<file path="src/hw/rtl/i2cee_pkg.sv">
// Shared types and constants of the I2C EEPROM byte access core.
// No dependencies.
`default_nettype none

package i2cee_pkg;

  // Memory address width kept from a command
  localparam int ADDR_BITS = 15;
  localparam logic [14:0] ADDR_MASK = 15'((32'd1 << ADDR_BITS) - 32'd1);

  // APB register map
  localparam int PADDR_W = 5;

  typedef enum logic [2:0] {
    REG_DEVICE_ADDRESS   = 3'd0,
    REG_TWO_BYTE_ADDRESS = 3'd1,
    REG_UNIT_TICKS       = 3'd2,
    REG_ACK_POLL_LIMIT   = 3'd3,
    REG_WRITE_WAIT_UNITS = 3'd4,
    REG_FILL_WAIT_UNITS  = 3'd5,
    REG_FILL_COUNT       = 3'd6,
    REG_UNUSED           = 3'd7
  } reg_idx_t;

  // Reset values of the registers
  localparam logic [6:0]  RST_DEVICE_ADDRESS   = 7'd80;
  localparam logic        RST_TWO_BYTE_ADDRESS = 1'b1;
  localparam logic [15:0] RST_UNIT_TICKS       = 16'd72;
  localparam logic [7:0]  RST_ACK_POLL_LIMIT   = 8'd250;
  localparam logic [15:0] RST_WRITE_WAIT_UNITS = 16'd15000;
  localparam logic [15:0] RST_FILL_WAIT_UNITS  = 16'd10000;
  localparam logic [6:0]  RST_FILL_COUNT       = 7'd16;

  // Command codes carried in mode
  typedef enum logic [1:0] {
    MODE_TICK  = 2'd0,
    MODE_READ  = 2'd1,
    MODE_WRITE = 2'd2,
    MODE_FILL  = 2'd3
  } mode_t;

  typedef struct packed {
    logic [6:0]  device_address;
    logic        two_byte_address;
    logic [15:0] unit_ticks;
    logic [7:0]  ack_poll_limit;
    logic [15:0] write_wait_units;
    logic [15:0] fill_wait_units;
    logic [6:0]  fill_count;
  } cfg_t;

  typedef struct packed {
    logic       scl_level;
    logic       sda_level;
    logic       sda_enable;
    logic       busy_res;
    logic       done_res;
    logic [7:0] read_result;
    logic       ack_error;
  } res_t;

endpackage

`default_nettype wire

</file>
<file path="src/hw/rtl/i2cee_cfg_regs.sv">
// APB configuration registers of the I2C EEPROM byte access core.
// Depends on i2cee_pkg.
`default_nettype none

module i2cee_cfg_regs
  import i2cee_pkg::*;
(
  input  wire logic               clk,
  input  wire logic               rst,
  input  wire logic               psel,
  input  wire logic               penable,
  input  wire logic               pwrite,
  input  wire logic [PADDR_W-1:0] paddr,
  input  wire logic [31:0]        pwdata,
  output logic [31:0]             prdata,
  output logic                    pready,
  output cfg_t                    cfg
);

  reg_idx_t idx;
  logic     wr;

  assign idx    = reg_idx_t'(paddr[4:2]);
  assign wr     = psel && penable && pwrite;
  assign pready = 1'b1;

  // Register writes
  always_ff @(posedge clk) begin
    if (rst) begin
      cfg.device_address   <= RST_DEVICE_ADDRESS;
      cfg.two_byte_address <= RST_TWO_BYTE_ADDRESS;
      cfg.unit_ticks       <= RST_UNIT_TICKS;
      cfg.ack_poll_limit   <= RST_ACK_POLL_LIMIT;
      cfg.write_wait_units <= RST_WRITE_WAIT_UNITS;
      cfg.fill_wait_units  <= RST_FILL_WAIT_UNITS;
      cfg.fill_count       <= RST_FILL_COUNT;
    end else if (wr) begin
      unique case (idx)
        REG_DEVICE_ADDRESS:   cfg.device_address   <= pwdata[6:0];
        REG_TWO_BYTE_ADDRESS: cfg.two_byte_address <= pwdata[0];
        REG_UNIT_TICKS:       cfg.unit_ticks       <= pwdata[15:0];
        REG_ACK_POLL_LIMIT:   cfg.ack_poll_limit   <= pwdata[7:0];
        REG_WRITE_WAIT_UNITS: cfg.write_wait_units <= pwdata[15:0];
        REG_FILL_WAIT_UNITS:  cfg.fill_wait_units  <= pwdata[15:0];
        REG_FILL_COUNT:       cfg.fill_count       <= pwdata[6:0];
        default: begin
        end
      endcase
    end
  end

  // Read mux
  always_comb begin
    unique case (idx)
      REG_DEVICE_ADDRESS:   prdata = {25'd0, cfg.device_address};
      REG_TWO_BYTE_ADDRESS: prdata = {31'd0, cfg.two_byte_address};
      REG_UNIT_TICKS:       prdata = {16'd0, cfg.unit_ticks};
      REG_ACK_POLL_LIMIT:   prdata = {24'd0, cfg.ack_poll_limit};
      REG_WRITE_WAIT_UNITS: prdata = {16'd0, cfg.write_wait_units};
      REG_FILL_WAIT_UNITS:  prdata = {16'd0, cfg.fill_wait_units};
      REG_FILL_COUNT:       prdata = {25'd0, cfg.fill_count};
      default:              prdata = 32'd0;
    endcase
  end

endmodule

`default_nettype wire

</file>
<file path="src/hw/rtl/i2cee_seq.sv">
// Bus sequencer: one step of the I2C frame per accepted transaction.
// Depends on i2cee_pkg; result goes to the output buffer.
`default_nettype none

module i2cee_seq
  import i2cee_pkg::*;
(
  input  wire logic        clk,
  input  wire logic        rst,
  input  wire cfg_t        cfg,
  input  wire logic        accept,
  input  wire logic [1:0]  mode,
  input  wire logic [14:0] mem_address,
  input  wire logic [7:0]  write_byte,
  input  wire logic        sda_sample,
  output res_t             res
);

  typedef enum logic [3:0] {
    P_IDLE, P_START_A, P_START_B, P_TX_LO1, P_TX_HI, P_TX_LO2,
    P_ACK_REL, P_ACK_HI, P_ACK_POLL, P_RX_LO, P_RX_HI,
    P_NACK_LO, P_NACK_HI, P_STOP_A, P_STOP_B, P_WAIT
  } phase_t;

  typedef enum logic [2:0] {
    S_CTRL_W, S_ADDR_HI, S_ADDR_LO, S_DATA, S_CTRL_R
  } stage_t;

  phase_t      phase, phase_next;
  stage_t      stage, stage_next;
  logic [15:0] unit_counter, unit_counter_next;
  logic [15:0] units_left, units_left_next;
  logic [3:0]  bit_index, bit_index_next;
  logic [7:0]  shift_byte, shift_byte_next;
  logic [7:0]  poll_counter, poll_counter_next;
  logic [6:0]  bytes_left, bytes_left_next;
  logic [14:0] held_address, held_address_next;
  logic [7:0]  held_data, held_data_next;
  mode_t       access_kind, access_kind_next;
  logic [7:0]  last_read, last_read_next;
  logic        error_flag, error_flag_next;
  logic        done_next;

  logic [15:0] per;
  logic [16:0] uc_inc;
  logic        tick_hit;
  logic [15:0] ul_dec, uc_el, ul_el;
  logic        elapsed;
  logic        scl_o, sdo_o, en_o;
  logic [7:0]  ctrl_byte;
  logic [15:0] wait_units;
  logic [3:0]  bit_inc;

  // Unit timer, evaluated from the held counters
  always_comb begin
    per      = (cfg.unit_ticks == 16'd0) ? 16'd1 : cfg.unit_ticks;
    uc_inc   = {1'b0, unit_counter} + 17'd1;
    tick_hit = uc_inc >= {1'b0, per};
    ul_dec   = (units_left != 16'd0) ? units_left - 16'd1 : 16'd0;
    uc_el    = tick_hit ? 16'd0 : uc_inc[15:0];
    ul_el    = tick_hit ? ul_dec : units_left;
    elapsed  = tick_hit && (ul_dec == 16'd0);
    bit_inc  = bit_index + 4'd1;
  end

  // Control byte; block bits fold in for one-byte addressing
  always_comb begin
    ctrl_byte = {cfg.device_address, 1'b0};
    if (!cfg.two_byte_address) begin
      ctrl_byte[3:1] = ctrl_byte[3:1] | held_address[10:8];
    end
    ctrl_byte[0] = (stage == S_CTRL_R);
  end

  // Write cycle wait after the stop
  always_comb begin
    wait_units = 16'd0;
    if (!error_flag && access_kind == MODE_WRITE) wait_units = cfg.write_wait_units;
    if (!error_flag && access_kind == MODE_FILL)  wait_units = cfg.fill_wait_units;
  end

  // Line levels for the current phase
  always_comb begin
    scl_o = 1'b1;
    sdo_o = 1'b1;
    en_o  = 1'b1;
    unique case (phase)
      P_START_B: sdo_o = 1'b0;
      P_TX_LO1, P_TX_LO2: begin
        scl_o = 1'b0;
        sdo_o = shift_byte[7];
      end
      P_TX_HI: sdo_o = shift_byte[7];
      P_ACK_REL, P_RX_LO: begin
        scl_o = 1'b0;
        sdo_o = 1'b0;
        en_o  = 1'b0;
      end
      P_ACK_HI, P_ACK_POLL, P_RX_HI: begin
        sdo_o = 1'b0;
        en_o  = 1'b0;
      end
      P_NACK_LO: scl_o = 1'b0;
      P_STOP_A: begin
        scl_o = 1'b0;
        sdo_o = 1'b0;
      end
      default: begin
      end
    endcase
  end

  // Next state
  always_comb begin
    phase_next        = phase;
    stage_next        = stage;
    unit_counter_next = unit_counter;
    units_left_next   = units_left;
    bit_index_next    = bit_index;
    shift_byte_next   = shift_byte;
    poll_counter_next = poll_counter;
    bytes_left_next   = bytes_left;
    held_address_next = held_address;
    held_data_next    = held_data;
    access_kind_next  = access_kind;
    last_read_next    = last_read;
    error_flag_next   = error_flag;
    done_next         = 1'b0;

    unique case (phase)
      P_IDLE: begin
        // command doubles as the first start tick
        if (mode != MODE_TICK) begin
          access_kind_next  = mode_t'(mode);
          held_address_next = mem_address & ADDR_MASK;
          held_data_next    = write_byte;
          error_flag_next   = 1'b0;
          poll_counter_next = 8'd0;
          bit_index_next    = 4'd0;
          bytes_left_next   = 7'd1;
          if (mode == MODE_FILL && cfg.fill_count != 7'd0) bytes_left_next = cfg.fill_count;
          stage_next        = S_CTRL_W;
          phase_next        = P_START_A;
          if (per == 16'd1) begin
            unit_counter_next = 16'd0;
            units_left_next   = 16'd3;
          end else begin
            unit_counter_next = 16'd1;
            units_left_next   = 16'd4;
          end
        end
      end
      P_START_A: begin
        unit_counter_next = uc_el;
        units_left_next   = ul_el;
        if (elapsed) begin
          phase_next      = P_START_B;
          units_left_next = 16'd4;
        end
      end
      P_START_B: begin
        unit_counter_next = uc_el;
        units_left_next   = ul_el;
        if (elapsed) begin
          shift_byte_next = ctrl_byte;
          bit_index_next  = 4'd0;
          phase_next      = P_TX_LO1;
          units_left_next = 16'd2;
        end
      end
      P_TX_LO1: begin
        unit_counter_next = uc_el;
        units_left_next   = ul_el;
        if (elapsed) begin
          phase_next      = P_TX_HI;
          units_left_next = 16'd2;
        end
      end
      P_TX_HI: begin
        unit_counter_next = uc_el;
        units_left_next   = ul_el;
        if (elapsed) begin
          phase_next      = P_TX_LO2;
          units_left_next = 16'd2;
        end
      end
      P_TX_LO2: begin
        unit_counter_next = uc_el;
        units_left_next   = ul_el;
        if (elapsed) begin
          shift_byte_next = {shift_byte[6:0], 1'b0};
          if (bit_inc >= 4'd8) begin
            bit_index_next  = 4'd0;
            phase_next      = P_ACK_REL;
            units_left_next = 16'd1;
          end else begin
            bit_index_next  = bit_inc;
            phase_next      = P_TX_LO1;
            units_left_next = 16'd2;
          end
        end
      end
      P_ACK_REL: begin
        unit_counter_next = uc_el;
        units_left_next   = ul_el;
        if (elapsed) begin
          phase_next      = P_ACK_HI;
          units_left_next = 16'd2;
        end
      end
      P_ACK_HI: begin
        unit_counter_next = uc_el;
        units_left_next   = ul_el;
        if (elapsed) begin
          poll_counter_next = 8'd0;
          phase_next        = P_ACK_POLL;
          units_left_next   = 16'd0;
        end
      end
      P_ACK_POLL: begin
        if (!sda_sample) begin
          // acknowledged: move on to the next part of the frame
          poll_counter_next = 8'd0;
          unit_counter_next = 16'd0;
          unique case (stage)
            S_CTRL_W: begin
              bit_index_next  = 4'd0;
              phase_next      = P_TX_LO1;
              units_left_next = 16'd2;
              if (cfg.two_byte_address) begin
                stage_next      = S_ADDR_HI;
                shift_byte_next = {1'b0, held_address[14:8]};
              end else begin
                stage_next      = S_ADDR_LO;
                shift_byte_next = held_address[7:0];
              end
            end
            S_ADDR_HI: begin
              stage_next      = S_ADDR_LO;
              shift_byte_next = held_address[7:0];
              bit_index_next  = 4'd0;
              phase_next      = P_TX_LO1;
              units_left_next = 16'd2;
            end
            S_ADDR_LO: begin
              if (access_kind == MODE_READ) begin
                stage_next      = S_CTRL_R;
                phase_next      = P_START_A;
                units_left_next = 16'd4;
              end else begin
                stage_next      = S_DATA;
                shift_byte_next = held_data;
                bit_index_next  = 4'd0;
                phase_next      = P_TX_LO1;
                units_left_next = 16'd2;
              end
            end
            S_DATA: begin
              if (bytes_left > 7'd1) begin
                bytes_left_next = bytes_left - 7'd1;
                shift_byte_next = held_data;
                bit_index_next  = 4'd0;
                phase_next      = P_TX_LO1;
                units_left_next = 16'd2;
              end else begin
                bytes_left_next = 7'd0;
                phase_next      = P_STOP_A;
                units_left_next = 16'd4;
              end
            end
            default: begin
              // after the read control byte
              bit_index_next  = 4'd0;
              shift_byte_next = 8'd0;
              phase_next      = P_RX_LO;
              units_left_next = 16'd2;
            end
          endcase
        end else if (poll_counter >= cfg.ack_poll_limit) begin
          // no acknowledge: stop and flag
          poll_counter_next = 8'd0;
          error_flag_next   = 1'b1;
          phase_next        = P_STOP_A;
          units_left_next   = 16'd4;
          unit_counter_next = 16'd0;
        end else begin
          poll_counter_next = poll_counter + 8'd1;
        end
      end
      P_RX_LO: begin
        unit_counter_next = uc_el;
        units_left_next   = ul_el;
        if (elapsed) begin
          phase_next      = P_RX_HI;
          units_left_next = 16'd1;
        end
      end
      P_RX_HI: begin
        // sample on the first high tick
        if (unit_counter == 16'd0 && units_left == 16'd1) begin
          shift_byte_next = {shift_byte[6:0], sda_sample};
        end
        unit_counter_next = uc_el;
        units_left_next   = ul_el;
        if (elapsed) begin
          if (bit_inc >= 4'd8) begin
            bit_index_next  = 4'd0;
            last_read_next  = shift_byte_next;
            phase_next      = P_NACK_LO;
            units_left_next = 16'd2;
          end else begin
            bit_index_next  = bit_inc;
            phase_next      = P_RX_LO;
            units_left_next = 16'd2;
          end
        end
      end
      P_NACK_LO: begin
        unit_counter_next = uc_el;
        units_left_next   = ul_el;
        if (elapsed) begin
          phase_next      = P_NACK_HI;
          units_left_next = 16'd2;
        end
      end
      P_NACK_HI: begin
        unit_counter_next = uc_el;
        units_left_next   = ul_el;
        if (elapsed) begin
          phase_next      = P_STOP_A;
          units_left_next = 16'd4;
        end
      end
      P_STOP_A: begin
        unit_counter_next = uc_el;
        units_left_next   = ul_el;
        if (elapsed) begin
          phase_next      = P_STOP_B;
          units_left_next = 16'd4;
        end
      end
      P_STOP_B: begin
        unit_counter_next = uc_el;
        units_left_next   = ul_el;
        if (elapsed) begin
          if (wait_units != 16'd0) begin
            phase_next      = P_WAIT;
            units_left_next = wait_units;
          end else begin
            phase_next      = P_IDLE;
            units_left_next = 16'd0;
            done_next       = 1'b1;
          end
        end
      end
      P_WAIT: begin
        unit_counter_next = uc_el;
        units_left_next   = ul_el;
        if (elapsed) begin
          phase_next      = P_IDLE;
          units_left_next = 16'd0;
          done_next       = 1'b1;
        end
      end
    endcase
  end

  // Result of this transaction
  always_comb begin
    res.scl_level   = scl_o;
    res.sda_level   = sdo_o;
    res.sda_enable  = en_o;
    res.busy_res    = (phase_next != P_IDLE);
    res.done_res    = done_next;
    res.read_result = last_read_next;
    res.ack_error   = error_flag_next;
  end

  // State registers, advanced once per accepted transaction
  always_ff @(posedge clk) begin
    if (rst) begin
      phase        <= P_IDLE;
      stage        <= S_CTRL_W;
      unit_counter <= 16'd0;
      units_left   <= 16'd0;
      bit_index    <= 4'd0;
      shift_byte   <= 8'd0;
      poll_counter <= 8'd0;
      bytes_left   <= 7'd0;
      held_address <= 15'd0;
      held_data    <= 8'd0;
      access_kind  <= MODE_TICK;
      last_read    <= 8'd0;
      error_flag   <= 1'b0;
    end else if (accept) begin
      phase        <= phase_next;
      stage        <= stage_next;
      unit_counter <= unit_counter_next;
      units_left   <= units_left_next;
      bit_index    <= bit_index_next;
      shift_byte   <= shift_byte_next;
      poll_counter <= poll_counter_next;
      bytes_left   <= bytes_left_next;
      held_address <= held_address_next;
      held_data    <= held_data_next;
      access_kind  <= access_kind_next;
      last_read    <= last_read_next;
      error_flag   <= error_flag_next;
    end
  end

endmodule

`default_nettype wire

</file>
<file path="src/hw/rtl/i2cee_out_buf.sv">
// Result register with a skid entry between sequencer and output channel.
// Depends on i2cee_pkg.
`default_nettype none

module i2cee_out_buf
  import i2cee_pkg::*;
(
  input  wire logic clk,
  input  wire logic rst,
  input  wire logic push,
  input  wire res_t res_in,
  output logic      full,
  output logic      out_valid,
  input  wire logic out_stall,
  output res_t      res_out
);

  logic main_valid, skid_valid;
  res_t main_q, skid_q;
  logic take;

  assign take      = main_valid && !out_stall;
  assign full      = skid_valid;
  assign out_valid = main_valid;
  assign res_out   = main_q;

  // Valid flags
  always_ff @(posedge clk) begin
    if (rst) begin
      main_valid <= 1'b0;
      skid_valid <= 1'b0;
    end else if (take) begin
      if (skid_valid) begin
        skid_valid <= 1'b0;
      end else begin
        main_valid <= push;
      end
    end else if (push) begin
      if (main_valid) begin
        skid_valid <= 1'b1;
      end else begin
        main_valid <= 1'b1;
      end
    end
  end

  // Payload
  always_ff @(posedge clk) begin
    if (take) begin
      if (skid_valid) begin
        main_q <= skid_q;
      end else if (push) begin
        main_q <= res_in;
      end
    end else if (push) begin
      if (main_valid) begin
        skid_q <= res_in;
      end else begin
        main_q <= res_in;
      end
    end
  end

endmodule

`default_nettype wire

</file>
<file path="src/hw/rtl/i2c_eeprom_byte_access_core.sv">
// I2C EEPROM byte access core, top level; uses i2cee_pkg and its submodules.
// A transaction's result is registered in the output buffer when it is accepted, behind any result still held there.
// Throughput: one transaction per cycle while in_stall is low; the sequencer steps once per accepted transaction.
// A two-entry result buffer lets one more transaction be accepted while the output is stalled.
// Reset (synchronous) idles the sequencer, empties the buffer, reloads registers.
`default_nettype none

module i2c_eeprom_byte_access_core
  import i2cee_pkg::*;
(
  input  wire logic               clk,
  input  wire logic               rst,
  // configuration
  input  wire logic               psel,
  input  wire logic               penable,
  input  wire logic               pwrite,
  input  wire logic [PADDR_W-1:0] paddr,
  input  wire logic [31:0]        pwdata,
  output logic [31:0]             prdata,
  output logic                    pready,
  // input channel
  input  wire logic               in_valid,
  output logic                    in_stall,
  input  wire logic [1:0]         mode,
  input  wire logic [14:0]        mem_address,
  input  wire logic [7:0]         write_byte,
  input  wire logic               sda_sample,
  // output channel
  output logic                    out_valid,
  input  wire logic               out_stall,
  output logic                    scl_level,
  output logic                    sda_level,
  output logic                    sda_enable,
  output logic                    busy_res,
  output logic                    done_res,
  output logic [7:0]              read_result,
  output logic                    ack_error
);

  cfg_t cfg;
  res_t seq_res, out_res;
  logic accept;

  assign accept = in_valid && !in_stall;

  i2cee_cfg_regs u_cfg (
    .clk     (clk),
    .rst     (rst),
    .psel    (psel),
    .penable (penable),
    .pwrite  (pwrite),
    .paddr   (paddr),
    .pwdata  (pwdata),
    .prdata  (prdata),
    .pready  (pready),
    .cfg     (cfg)
  );

  i2cee_seq u_seq (
    .clk         (clk),
    .rst         (rst),
    .cfg         (cfg),
    .accept      (accept),
    .mode        (mode),
    .mem_address (mem_address),
    .write_byte  (write_byte),
    .sda_sample  (sda_sample),
    .res         (seq_res)
  );

  i2cee_out_buf u_buf (
    .clk       (clk),
    .rst       (rst),
    .push      (accept),
    .res_in    (seq_res),
    .full      (in_stall),
    .out_valid (out_valid),
    .out_stall (out_stall),
    .res_out   (out_res)
  );

  assign scl_level   = out_res.scl_level;
  assign sda_level   = out_res.sda_level;
  assign sda_enable  = out_res.sda_enable;
  assign busy_res    = out_res.busy_res;
  assign done_res    = out_res.done_res;
  assign read_result = out_res.read_result;
  assign ack_error   = out_res.ack_error;

endmodule

`default_nettype wire

</file>
<file path="config.mk">
export PLATFORM = sky130hd
export DESIGN_NAME = i2c_eeprom_byte_access_core
export DESIGN_NICKNAME = d
export VERILOG_FILES = /design/src/hw/rtl/i2cee_pkg.sv /design/src/hw/rtl/i2cee_cfg_regs.sv /design/src/hw/rtl/i2cee_seq.sv /design/src/hw/rtl/i2cee_out_buf.sv /design/src/hw/rtl/i2c_eeprom_byte_access_core.sv
export SDC_FILE = /design/constraint.sdc
export NUM_CORES = 1
export LEC_CHECK = 0
export BUFFER_PORTS_ARGS = -buffer_cell sky130_fd_sc_hd__buf_2
export CELL_PAD_IN_SITES_DETAIL_PLACEMENT = 1
export CELL_PAD_IN_SITES_GLOBAL_PLACEMENT = 1
export CORE_MARGIN = 5
export CORE_UTILIZATION = 48
export DETAILED_ROUTE_END_ITERATION = 16
export PLACE_DENSITY_LB_ADDON = 0.1
export SLEW_MARGIN = 20
export SYNTH_ARGS = -nofsm -noshare
export SYNTH_HDL_FRONTEND = slang
export SYNTH_SLANG_ARGS = --single-unit
</file>
<file path="constraint.sdc">
create_clock -name clk -period 12.25 [get_ports clk]
set_input_delay 0.6125 -clock clk [delete_from_list [all_inputs] [get_ports clk]]
set_output_delay 0.6125 -clock clk [all_outputs]
set_load 0.1 [all_outputs]
</file>
# Word-level counts from Yosys, hierarchy flattened
# Cells that the tools add are included.
[classes] n_reduce_logical=58 n_eq_ne=44 muxes=110 order_cmp=4 add_sub_neg=5 bitwise=2
[ops] op="2-to-1 mux 16 bit" n=19
[ops] op="case mux 16 bit (8 select lines)" n=1
[ops] op="2-to-1 mux 8 bit" n=14
[ops] op="case mux 16 bit (7 select lines)" n=1
[ops] op="2-to-1 mux 4 bit" n=26
[ops] op="2-to-1 mux 14 bit" n=5
[ops] op="case mux 4 bit (16 select lines)" n=1
[ops] op="case mux 8 bit (4 select lines)" n=2
[ops] op="zero test 16 bit" n=3
[ops] op="case mux 16 bit (3 select lines)" n=1
[ops] op="2-to-1 mux 7 bit" n=5
[ops] op="equality test 16 x 1 -> 1 bit (second input constant)" n=2
[ops] op="equality test 4 bit (second input constant)" n=8
[ops] op="case mux 16 bit (2 select lines)" n=1
[ops] op="nonzero test 16 bit" n=2
[ops] op="2-to-1 mux 3 bit" n=8
[ops] op="case mux 8 bit (3 select lines)" n=1
[ops] op="AND reduction 2 bit" n=9
[ops] op="adder 16 x 1 -> 17 bit (second input constant)" n=1
[ops] op="greater-or-equal comparator 17 x 16 -> 1 bit" n=1
[ops] op="equality test 4 x 3 -> 1 bit (second input constant)" n=4
[ops] op="case mux 4 bit (4 select lines)" n=1
[ops] op="subtractor 16 x 1 -> 16 bit (second input constant)" n=1
[ops] op="case mux 7 bit (2 select lines)" n=1
[ops] op="46 further kinds" n=105
[word_totals] out_inout_bits=49 reg_bits=201 in_bits=70 wordCells=259

# Depth between registers and ports, before layout
# Gate-level depths: netlist (run 1).
[logic_depth] ltp_word=12 mapped_depth=17 depth_no_buf=16

# Modules after synthesis
# Synthesis (run 1) repeated with hierarchy kept, for this count alone.
[unflattened] hier_cells=1430 area_unflattened_um2=11928.9
[by_module_without_submodules] module="i2cee_seq" seq_area_each_um2=2001.9 area_each_um2=7195.7 cells_each=996 instances=1
[by_module_without_submodules] module="i2cee_cfg_regs" seq_area_each_um2=1421.4 area_each_um2=3565.9 cells_each=378 instances=1
[by_module_without_submodules] module="i2cee_out_buf" seq_area_each_um2=880.8 area_each_um2=1153.6 cells_each=55 instances=1
[by_module_without_submodules] module="i2c_eeprom_byte_access_core" seq_area_each_um2=0.0 area_each_um2=13.8 cells_each=1 instances=1

# Least setup slack after synthesis (run 1)
# Ideal clock, no wire load.
[synth_path] path_type="input-to-output" start="in paddr[2]" end="out prdata[10]" path_buffers=2 setup_slack_ps=8016 t_arrival_ps=3622 required_time_ps=11637 cell_stages=4 cell_sequence="clkbuf_1 buf_1 mux2i_1 o21ai_0"
[synth_via] elab_chain_len=2 word_cells_on_any_way=8 classes_between="eq/ne (6); mux (1); reduce/logical (1)"
[synth_rtl] item="start, declared" line="i2c_eeprom_byte_access_core.sv:17" source="input wire logic [PADDR_W-1:0] paddr,"
[synth_rtl] item="equality test 3 bit (tied with other cells)" line="i2cee_cfg_regs.sv:54" source="unique case (idx)"
[synth_rtl] item="case mux 16 bit (7 select lines) (*)" line="i2cee_cfg_regs.sv:54"
[synth_rtl] item="end, declared" line="i2c_eeprom_byte_access_core.sv:19" source="output logic [31:0] prdata,"
# Every way passes the cells marked *; elsewhere a longest branch is shown, timed or not.

# Worst setup path in the final report (run 1)
[layout_path] start="reg u_seq.unit_counter[0]" end="reg u_seq.shift_byte[4]"
[layout_via] elab_chain_len=5 word_cells_on_any_way=10 classes_between="add/sub (1); order compare (1); eq/ne (2); mux (2); reduce/logical (4)"
[layout_rtl] item="start, declared" line="i2cee_seq.sv:31" source="logic [15:0] unit_counter, unit_counter_next;"
[layout_rtl] item="start signal, assigned" line="i2cee_seq.sv:398" source="unit_counter <= unit_counter_next;"
[layout_rtl] item="adder 16 x 1 -> 17 bit" line="i2cee_seq.sv:57" source="uc_inc = {1'b0, unit_counter} + 17'd1;"
[layout_rtl] item="greater-or-equal comparator 17 x 16 -> 1 bit" line="i2cee_seq.sv:58" source="tick_hit = uc_inc >= {1'b0, per};"
[layout_rtl] item="logical AND 1 bit" line="i2cee_seq.sv:62" source="elapsed = tick_hit && (ul_dec == 16'd0);"
[layout_rtl] item="!= test 2 x 1 -> 1 bit (no line)"
[layout_rtl] item="AND reduction 7 bit (no line)"
[layout_rtl] item="end signal, assigned" line="i2cee_seq.sv:401" source="shift_byte <= shift_byte_next;"
[layout_rtl] item="end, declared" line="i2cee_seq.sv:34" source="logic [7:0] shift_byte, shift_byte_next;"
# Several ways; a longest one is shown, not always the timed one.
# A chain may end at the register's enable or synchronous reset.

==> results of run 1 <==
==> metal layers <==
layer  GRT usage (%)  vias up
met2            46.0      270
li1                -     5235
met3            3.04       52
met1            39.3     5576
met5               0        -
met4            5.78        0
==> logic make-up after synthesis <==
| kind of cell | Yosys count |
|---|---|
| AOI/OAI and AO/OA | 359 |
| and+or+nand+nor | 602 |
| adders and majority gates | 33 |
| DFF | 201 |
| other | 2 |
| muxes | 70 |
| buffers and inverters | 163 |
| xor gates and xnor gates | 30 |
==> flip-flops by register name, summed over array words and instances, names as in the netlist, 14 cells and up <==
| register | cells |
|---|---|
| u_seq.held_address | 15 |
| u_buf.skid_q | 14 |
| u_seq.units_left | 16 |
| u_seq.unit_counter | 16 |
| u_buf.res_out | 14 |
| u_cfg.cfg | 71 |
==> report_power, final <==
part | switching, W | total (W) | internal (W)
sequential | 0.0000207 | 0.000709 | 0.000688
clock | 0.000296 | 0.000778 | 0.000482
combinational | 0.000244 | 0.000331 | 0.0000868
==> synth_stat cells, types with 4 or more instances <==
library cell	instances
sky130_fd_sc_hd__dfxtp_1	173
sky130_fd_sc_hd__and4_1	4
sky130_fd_sc_hd__a22oi_1	25
sky130_fd_sc_hd__nand3_1	39
sky130_fd_sc_hd__a32o_1	4
sky130_fd_sc_hd__edfxtp_1	28
sky130_fd_sc_hd__a31oi_1	6
sky130_fd_sc_hd__mux2i_1	63
sky130_fd_sc_hd__or2_2	5
sky130_fd_sc_hd__and3_1	9
sky130_fd_sc_hd__nand4_1	12
sky130_fd_sc_hd__or4_1	6
sky130_fd_sc_hd__xnor2_1	20
sky130_fd_sc_hd__nor3_1	26
sky130_fd_sc_hd__o31ai_1	8
sky130_fd_sc_hd__xor2_1	10
sky130_fd_sc_hd__nor4_1	20
sky130_fd_sc_hd__nand2_1	282
sky130_fd_sc_hd__o21ai_0	66
sky130_fd_sc_hd__a211oi_1	18
sky130_fd_sc_hd__o221ai_1	9
sky130_fd_sc_hd__nor2b_1	18
sky130_fd_sc_hd__a221oi_1	5
sky130_fd_sc_hd__a21oi_1	143
sky130_fd_sc_hd__or3_1	13
sky130_fd_sc_hd__ha_1	33
sky130_fd_sc_hd__o211ai_1	16
sky130_fd_sc_hd__nand2b_1	16
sky130_fd_sc_hd__inv_1	53
sky130_fd_sc_hd__clkbuf_1	83
sky130_fd_sc_hd__o22ai_1	8
sky130_fd_sc_hd__buf_4	19
sky130_fd_sc_hd__and2_1	4
sky130_fd_sc_hd__a222oi_1	7
sky130_fd_sc_hd__nand3b_1	10
sky130_fd_sc_hd__buf_1	5
sky130_fd_sc_hd__nor2_1	117
sky130_fd_sc_hd__a21o_1	5
sky130_fd_sc_hd__mux4_2	5
sky130_fd_sc_hd__nor4b_1	6
==> per-stage QoR <==
stage | instance area (um^2) | hold WS (ps) | cells | power [W]
2_1_floorplan | 11600 | 436 | 1475 | 0.000966
3_3_place_gp | 12100 | 441 | 1786 | 0.00104
3_5_place_dp | 12100 | 450 | 1786 | 0.00105
4_1_cts | 12900 | 303 | 1829 | 0.00182
5_1_grt | 12900 | 320 | 1829 | 0.00188
6_report | 12900 | 310 | 1829 | 0.00182
==> area by class of cell <==
type / count / area (um^2) / share of cell area, %
Multi-Input combinational cell: 1111 / 6600 / 51.1
Sequential cell: 201 / 4300 / 33.3
Clock buffer: 29 / 649 / 5.03
Timing Repair Buffer: 101 / 553 / 4.28
Tap cell: 319 / 399 / 3.09
Clock inverter: 14 / 205 / 1.59
Inverter: 54 / 203 / 1.57
==> worst min path at each step <==
stage                     startpoint                      to  slack [ps]  cells after the start
2_1_floorplan  u_seq.held_address[0]   u_seq.held_address[0]         440                      2
3_3_place_gp      u_seq.last_read[0]      u_seq.last_read[0]         440                      2
3_5_place_dp      u_seq.last_read[4]      u_seq.last_read[4]         450                      2
4_1_cts               mem_address[2]   u_seq.held_address[2]         300                      3
5_1_grt              mem_address[13]  u_seq.held_address[13]         320                      3
6_report              mem_address[2]   u_seq.held_address[2]         310                      3
==> layout by cell type, fill, tap and decap left out, types with 19 or more instances in the layout <==
cell                          n
sky130_fd_sc_hd__o21ai_0     65
sky130_fd_sc_hd__a21oi_1    143
sky130_fd_sc_hd__edfxtp_1    28
sky130_fd_sc_hd__buf_4       19
sky130_fd_sc_hd__clkbuf_16   24
sky130_fd_sc_hd__a22oi_1     25
sky130_fd_sc_hd__mux2i_1     63
sky130_fd_sc_hd__nor2_1     117
sky130_fd_sc_hd__nand2_1    282
sky130_fd_sc_hd__nor4_1      20
sky130_fd_sc_hd__ha_1        33
sky130_fd_sc_hd__dfxtp_1    173
sky130_fd_sc_hd__inv_1       53
sky130_fd_sc_hd__nor3_1      24
sky130_fd_sc_hd__buf_2       82
sky130_fd_sc_hd__xnor2_1     20
sky130_fd_sc_hd__nand3_1     39
==> worst register-to-register path: cells and delay by family (launching register included) <==
kind,cells,cell delay [ps]
mux,1,280
simple gates,9,2050
xor+xnor,1,110
buf+inv,1,280
fa+ha+maj,1,310
compound gates,4,1650
flops,1,430
==> out/results.txt, run 1 <==
Before antenna repair, the detailed router went through 6 iterations. Static leakage: 4.95 nW. The tools report the final total negative setup slack as 0 ps. The later pin in the worst-skew pair is clocked with a latency of 540 ps.

The total number of vias was 11100; the last weighted congestion value of the routability-driven placer was 0.889. The critical path runs through a total of 17 cells. The run finished with clean final reports. Averaged over all synthesized cells, the footprint is 7.89 um^2. The tools report the total met3 wirelength after detailed routing as 1650 um. The kind of start point of the critical path is a flip-flop.

The synthesized design devotes to its leading area cell type 30.1% of total area. The initial antenna violation count is 0, and the delay of the slowest cell on the worst path is 770 ps. The maximum net fanout on the critical path works out to 18. For the largest net degree at the start of global routing, the log shows 86. On the final layout, the worst clock skew is 25.0 ps. The floorplan step defined a die boundary enclosing 0.0272 mm^2. The simple logic cell fraction of the synthesized area is 24.2%, and the core region area is 0.0235 mm^2. The timing-limited maximum frequency was 191 MHz.

Signal routing reaches up to met4. After detailed routing, the total wire length is 38300 um. For the pin with the worst max-slew slack, the measured transition is 1120 ps.

The starting density of the core came out at 48.9%. CTS placed an instance of sky130_fd_sc_hd__clkbuf_16 at the clock tree root. Setup slack on the critical path of the routed design comes to 7010 ps. The clock-pin slew on the worst setup and hold paths works out to 60 ps. The period utilization is 42.8%. The synthesized instance count was 1460; the setup fix buffers added after clock tree synthesis was 0. Worst-case reg-to-reg path depth: 17. The tools report the startpoint of the worst register-to-register path as u_seq.unit_counter[0]. The largest buffer count on any clock path is 3. Summing the areas of all fa, ha and maj instances in the mapped netlist gives 3.59% of the synthesized area. For this design the ratio of total power to cell area is 141 mW/mm^2. Vertical die dimension: 165 um. The nature of the critical path endpoint is a flip-flop. The setup path with the least slack is of type flip-flop to flip-flop. Broken down by cell family, the worst path's largest delay share belongs to simple AND/OR/NAND/NOR gates.

The number of synthesized flops with an enable pin works out to 28. Setup repair after global routing left no endpoint under its margin. By area the synthesized netlist is led by sky130_fd_sc_hd__dfxtp_1 (30%), sky130_fd_sc_hd__nand2_1 (9.2%), sky130_fd_sc_hd__edfxtp_1 (7.3%), sky130_fd_sc_hd__a21oi_1 (6.2%), sky130_fd_sc_hd__mux2i_1 (5.5%). The async set or reset register ratio after synthesis is 0%, and the final number of max-transition violations is 0.

For the count of cells resized by post-cts repair, the log shows 0. Cells fill 54.8% of the core in the end. The first global-routing pass estimated 60800 um of wire. The slowest stage of the critical path is the sky130_fd_sc_hd__a211oi_2 cell.

For this run, the leading register cell type out of synthesis is sky130_fd_sc_hd__dfxtp_1. The logs give 0 for the final number of hold-violating endpoints and 11100 for the number of global-route vias before repair. TritonCTS built the clock tree. Row generation in the floorplan step produced 56 rows. OpenSTA, run right after detailed placement, puts the worst setup slack at 7100 ps.

Port buffering added 83 buffers. The HPWL reported at the end of detailed placement is 26400 um. Wire length on met2: 18000 um. The run gives 0 as the number of design rule violations left after detail routing.

Layout overhead on the synthesized area: 12.1%. The critical path goes through and3_1, and3_1, and3_1, and2_1, nand3_1, nor2_1, xor2_1, ha_1, nand3_1, or3_1, o211ai_2, buf_4, o2111ai_4, o21bai_1, a211oi_2, mux2i_1, nor2_1. The via density per instance came out at 6.09. Across all register-to-register paths, the minimum setup slack is 7010 ps. The flip-flop and latch count after synthesis came out at 201. In the final routed layout, each cell accounts on average for 21.0 um. The fraction of final layout cells sized beyond drive strength 1 came out at 11.3%. The final period demand of the worst path works out to 5240 ps.

Counting distinct cell types in the post-synthesis netlist gives 76. The largest total area in the synthesized netlist belongs to sky130_fd_sc_hd__dfxtp_1. For this design the top-level I/O count stands at 119.

The cell area that synthesis handed to floorplanning was 0.0115 mm^2. The CTS H-tree depth came out at 1. The capturing element of the worst setup path was u_seq.shift_byte[4].

Summing the areas of all compound-gate instances in the mapped netlist gives 19.8% of the synthesized area. The post-route antenna net violation count is 0, and the leftover overflow at the end of global routing is 0. The main combinational cell family by area after synthesis is simple AND/OR/NAND/NOR gates. Number of buffer and inverter instances along the worst setup path: 1. The path class of the tightest hold or removal check is input pin to flip-flop.

Most numerous cell on the critical path: sky130_fd_sc_hd__and3_1. The die boundary width was 165 um; the number of nets in the layout was 1596. Setup violations remaining at the end of the flow were counted as 0. STA puts the critical path data arrival time at 5610 ps. In this run, post-CTS hold repair placed 0 buffers. The tool flagged a number of max-cap violations equal to 0.

In this run the tightest slew margin relative to its limit is 24.9%. The multiplexer fraction of the synthesized cell area works out to 6.65%. In this run the critical register-to-register path is captured at u_seq.shift_byte[4]. The first routing iteration left 862 violations.

Global routing used 27.7% of the available tracks. The number of sinks on the clock net is 201, and the count of fill cells added during filler insertion is 2948. The tools report the worst endpoint required time as 12630 ps. The critical path starts at u_seq.unit_counter[0].

The synthesis warning total is 0. The total inserted antenna cells is 0, and the XOR/XNOR share of the synthesized area is 2.28%. Across the VDD grid, the largest voltage drop is 0.000106 V. For the wire length the detailed router placed on met1, the log shows 18000 um.

The number of clock buffers added by TritonCTS is 24. The part of the Yosys area used for sequential elements was 37.4%.
Note: power is estimated with default switching activity, not from simulation.
==> run 2, diff against run 1 <==
--- a/config.mk
+++ b/config.mk
@@ -5,11 +5,12 @@
 export SDC_FILE = /design/constraint.sdc
 export NUM_CORES = 1
 export LEC_CHECK = 0
+export ABC_AREA = 1
 export BUFFER_PORTS_ARGS = -buffer_cell sky130_fd_sc_hd__buf_2
 export CELL_PAD_IN_SITES_DETAIL_PLACEMENT = 1
 export CELL_PAD_IN_SITES_GLOBAL_PLACEMENT = 1
 export CORE_MARGIN = 5
-export CORE_UTILIZATION = 48
+export CORE_UTILIZATION = 39
 export DETAILED_ROUTE_END_ITERATION = 16
 export PLACE_DENSITY_LB_ADDON = 0.1
 export SLEW_MARGIN = 20
==> constraint.sdc (replaced) <==
create_clock -name clk -period 4.8 [get_ports clk]
set_input_delay 0.24 -clock clk [delete_from_list [all_inputs] [get_ports clk]]
set_output_delay 0.24 -clock clk [all_outputs]
set_load 0.1 [all_outputs]
==> run 2 against run 1 <==
The run now ends with negative hold slack left. Sequential power grew to 2.6 times the previous value. Combinational power increased to 3.1 times the previous value. Fmax up 20%. Critical path type unchanged. Largest power group unchanged.
==> out/results.txt, run 2 <==
The flow ran to the end, but the final reports show violations. The checks that failed: negative hold slack. Dividing the detail-routed wire length by the instance count gives 18.2 um. The class of the tightest hold or removal check is input pin to flip-flop.

Summed over all layers, the global routing overflow is 0. The run gives 653 as the count of routing violations after the opening detailed-route iteration. For the total number of vias, the log shows 11400. Most frequent cell after synthesis: sky130_fd_sc_hd__nand2_1. After synthesis, the share of flip-flops with an asynchronous set or reset is 0%.

The synthesized netlist contains 54 unique library cells. The run gives 37.6% as the part of the Yosys area used for sequential elements. Period utilization: 91.0%. The first detailed-routing pass ran for 5 iterations.

The tools report the CTS H-tree depth as 1. After synthesis the netlist holds a flip-flop and latch count of 201. The static leakage is 5.78 nW, and the number of CTS-inserted buffers is 26. Derived from the worst setup path, the maximum achievable clock frequency is 229 MHz.

The top flip-flop cell by instance count after synthesis is sky130_fd_sc_hd__dfxtp_1. Measured along the y axis, the die boundary spans 181 um. The post-synthesis compound-gate area fraction was 22.4%; the HPWL reported at the end of detailed placement was 28600 um. For the pin with the worst max-slew slack, the measured transition is 950 ps.

The final cell area excluding filler cells came out at 0.0133 mm^2. The fraction of final layout cells sized beyond drive strength 1 was 10.8%; the number of input and output port buffers inserted was 83. Main combinational cell family by area after synthesis: simple AND/OR/NAND/NOR gates.

The tools report the area enclosed by the die boundary as 0.0329 mm^2. Setup repair after global routing left no endpoint under its margin. The library cell with the largest summed area after synthesis was sky130_fd_sc_hd__dfxtp_1.

In the final layout, the registers with the most flip-flops are u_cfg.cfg x71, u_seq.unit_counter x16, u_seq.units_left x16. Once layout is complete, the cells apart from fillers number 2136. IR analysis of the VDD net gives a maximum drop of 0.000225 V. For the number of rows in the core area, the log shows 62.

The synthesized area divided by synthesized cell count works out to 7.00 um^2. By count the netlist is led by sky130_fd_sc_hd__nand2_1 (293), sky130_fd_sc_hd__inv_1 (237), sky130_fd_sc_hd__nor2_1 (176). Summed over all failing endpoints, the final setup total negative slack is 0 ps. The total area inside the core boundary comes to 0.0289 mm^2.

Global routing used 22.9% of the available tracks. The post-detailed-placement cell area is 0.0122 mm^2. The worst setup path is launched from a flip-flop.

The layout overhead on the synthesized area works out to 15.9%. The adder-cell area share of the yosys netlist came out at 3.60%. The flip-flop count of the largest register, all copies and words added works out to 71.

The max-cap violation count was 0. The critical path is of the flip-flop to flip-flop type. Broken down by cell family, the worst path's largest delay share belongs to simple AND/OR/NAND/NOR gates. The top cell types in the final layout, fill and taps aside, are sky130_fd_sc_hd__nand2_1 (293), sky130_fd_sc_hd__inv_1 (236), sky130_fd_sc_hd__nor2_1 (175), sky130_fd_sc_hd__dfxtp_1 (173), sky130_fd_sc_hd__a21oi_1 (160).

Walking the worst path, the cells encountered are inv_1, nor3_1, nand2_1, nor3_1, nand2_1, nor2_1, xor2_1, inv_1, ha_1, nand2_1, inv_1, nand3_1, nor3_1, a21oi_1, o21a_1, nand2_2, nand2_4, inv_2, o21ai_1, nand2_1, inv_2, o221ai_1, a21oi_1. The final number of hold-violating endpoints came out at 1. The cell area after synthesis was 0.0115 mm^2; the count of fill cells added during filler insertion was 3777. The final period demand of the worst path was 4370 ps. The critical-path cell with the highest stage delay was sky130_fd_sc_hd__dfxtp_1.

The total length of routed wires was 38800 um. The fraction of synthesized cell area taken by the top area cell type works out to 30.2%. Clock skew after layout: 11.7 ps. The number of global-route vias before repair was 11500; the XOR/XNOR share of the synthesized area was 1.60%. Entering global routing, the biggest net connects 56 pins. The run gives 4820 ps as the arrival time at the worst endpoint. The number of buffers and inverters on the critical path is 5. Worst slack on hold paths: -0.651 ps.

The tools report the worst endpoint required time as 5250 ps. The first global-routing pass estimated 62100 um of wire. The repair_antennas step left the layout with diodes totalling 0. Dividing total power by cell area gives a power density of 364 mW/mm^2. The largest single stage delay on the critical path is 430 ps.

The final number of max-transition violations came out at 0. In this run the horizontal extent of the chip is 181 um. Clock-pin slew was measured on the worst setup and hold paths at 60 ps. The tools report the starting density of the core as 39.7%. The tools report the nature of the critical path endpoint as a flip-flop. The simple logic cell fraction of the synthesized area is 22.8%, and the number of synthesized flops with an enable pin is 28.

The count of nets left with antenna violations once routing finished came out at 0. For this run, the post-layout net count is 1835. The cell at the root of the clock tree is sky130_fd_sc_hd__clkbuf_16. The register containing the most flip-flops in the final layout is u_cfg.cfg. In this run the tightest slew margin relative to its limit is 36.0%. By instance count, the cell type seen most on the critical path is sky130_fd_sc_hd__nand2_1. During synthesis, Yosys emitted a total of 0 warnings. The commonest non-fill, non-tap cell in the layout was sky130_fd_sc_hd__nand2_1. The multiplexer fraction of the synthesized cell area came out at 0.786%. The maximum net fanout on the critical path is 19, and the number of design rule violations left after detail routing is 0.

The final setup violation count is 0. For this design the top-level I/O count stands at 119. The congestion estimate from routability-driven global placement came to 0.890.

TritonCTS built the clock tree. In the post-synthesis netlist, the biggest area contributors are sky130_fd_sc_hd__dfxtp_1 (30%), sky130_fd_sc_hd__nand2_1 (9.6%), sky130_fd_sc_hd__inv_1 (7.8%), sky130_fd_sc_hd__edfxtp_1 (7.3%), sky130_fd_sc_hd__a21oi_1 (7.0%). Clock tree synthesis found a total of 201 sinks. Synthesis handed over a netlist of 1638 instances. Once placement completed, the tool counted placed cells totaling 2063. In the routed layout, each cell is associated on average with a via count of 5.34. The logs give 530 ps for the clock network latency to the later pin of the worst-skew pair and 0 for the initial antenna violation count.

In this run the deepest clock path goes through 3 buffers.
## run 2: cell types whose count changed after synthesis, sizes merged, moves of 18 or more
cell and change:
nand3 +36, nand2 +20, nor2 +72, nor2b -18
a21oi +18, clkbuf -41, xnor2 -18, a22oi -25
o21ai +105, mux2i -54, inv +189
## run 2: report_power, final
group / total (W) / internal [W] / leakage (nW) / switching, W
Combinational: 0.00102 / 0.000259 / 3.68 / 0.000758
Sequential: 0.00185 / 0.00180 / 1.67 / 0.0000544
Clock: 0.00197 / 0.00119 / 0.434 / 0.000773
## run 2: cell families (layout without fill, tap and decap cells)
group                    count (synthesis)  after routing
AO/OA/AOI/OAI                          443            443
multiplexers                             9              9
buffers and inverters                  317            416
adder cells (fa/ha/maj)                 33             33
XOR/XNOR                                21             21
flip-flops                             201            201
other                                    2             17
AND/OR/NAND/NOR                        612            612
## run 2: timing repair
| item | CTS | global route |
|---|---|---|
| resized for setup | 0 | 0 |
| hold buffers | 25 | 0 |
| endpoints found under the hold margin | 30 | 0 |
| setup buffers | 0 | 0 |
## run 2: cell type report
class / instances / area (um^2) / share of cell area (%)
sequential: 201 / 4300 / 32.4
inverter: 247 / 928 / 6.99
tap: 384 / 480 / 3.62
timing repair buffer: 121 / 763 / 5.75
clock inverter: 12 / 123 / 0.923
clock buffer: 36 / 748 / 5.63
multi-input combinational: 1135 / 5930 / 44.7
## run 2: routing by layer
layer,vias to the layer above,GRT usage (%),wire [um]
li1,5615,-,-
met1,5538,32.5,18900
met2,209,37.6,17500
met3,52,3.00,1510
met4,0,4.86,826
met5,-,0,0
## run 2: final timing paths
| check | start | end | slack (ps) | depth (start not counted) |
|---|---|---|---|---|
| setup / recovery | u_seq.unit_counter[0] | u_seq.units_left[4] | 430 | 23 |
| hold / removal | mem_address[8] | u_seq.held_address[8] | -0.7 | 3 |
| setup reg to reg | u_seq.unit_counter[0] | u_seq.units_left[4] | 430 | 23 |
| hold reg to reg | u_seq.held_address[0] | u_seq.held_address[0] | 460 | 2 |
## run 2: through the flow
step | util [%] | setup slack [ps] | power [W]
floorplan | - | 1320 | 0.00263
global placement | 42.1 | 605 | 0.00285
detailed placement | 42.1 | 469 | 0.00288
CTS | 46.0 | 439 | 0.00487
global route | 46.0 | 47.7 | 0.00505
finish | 46.0 | 430 | 0.00483
## run 2: tightest hold or removal path: stages
cell and delay, ps:
sky130_fd_sc_hd__buf_2 80, sky130_fd_sc_hd__o21ai_0 70, sky130_fd_sc_hd__a21oi_1 100
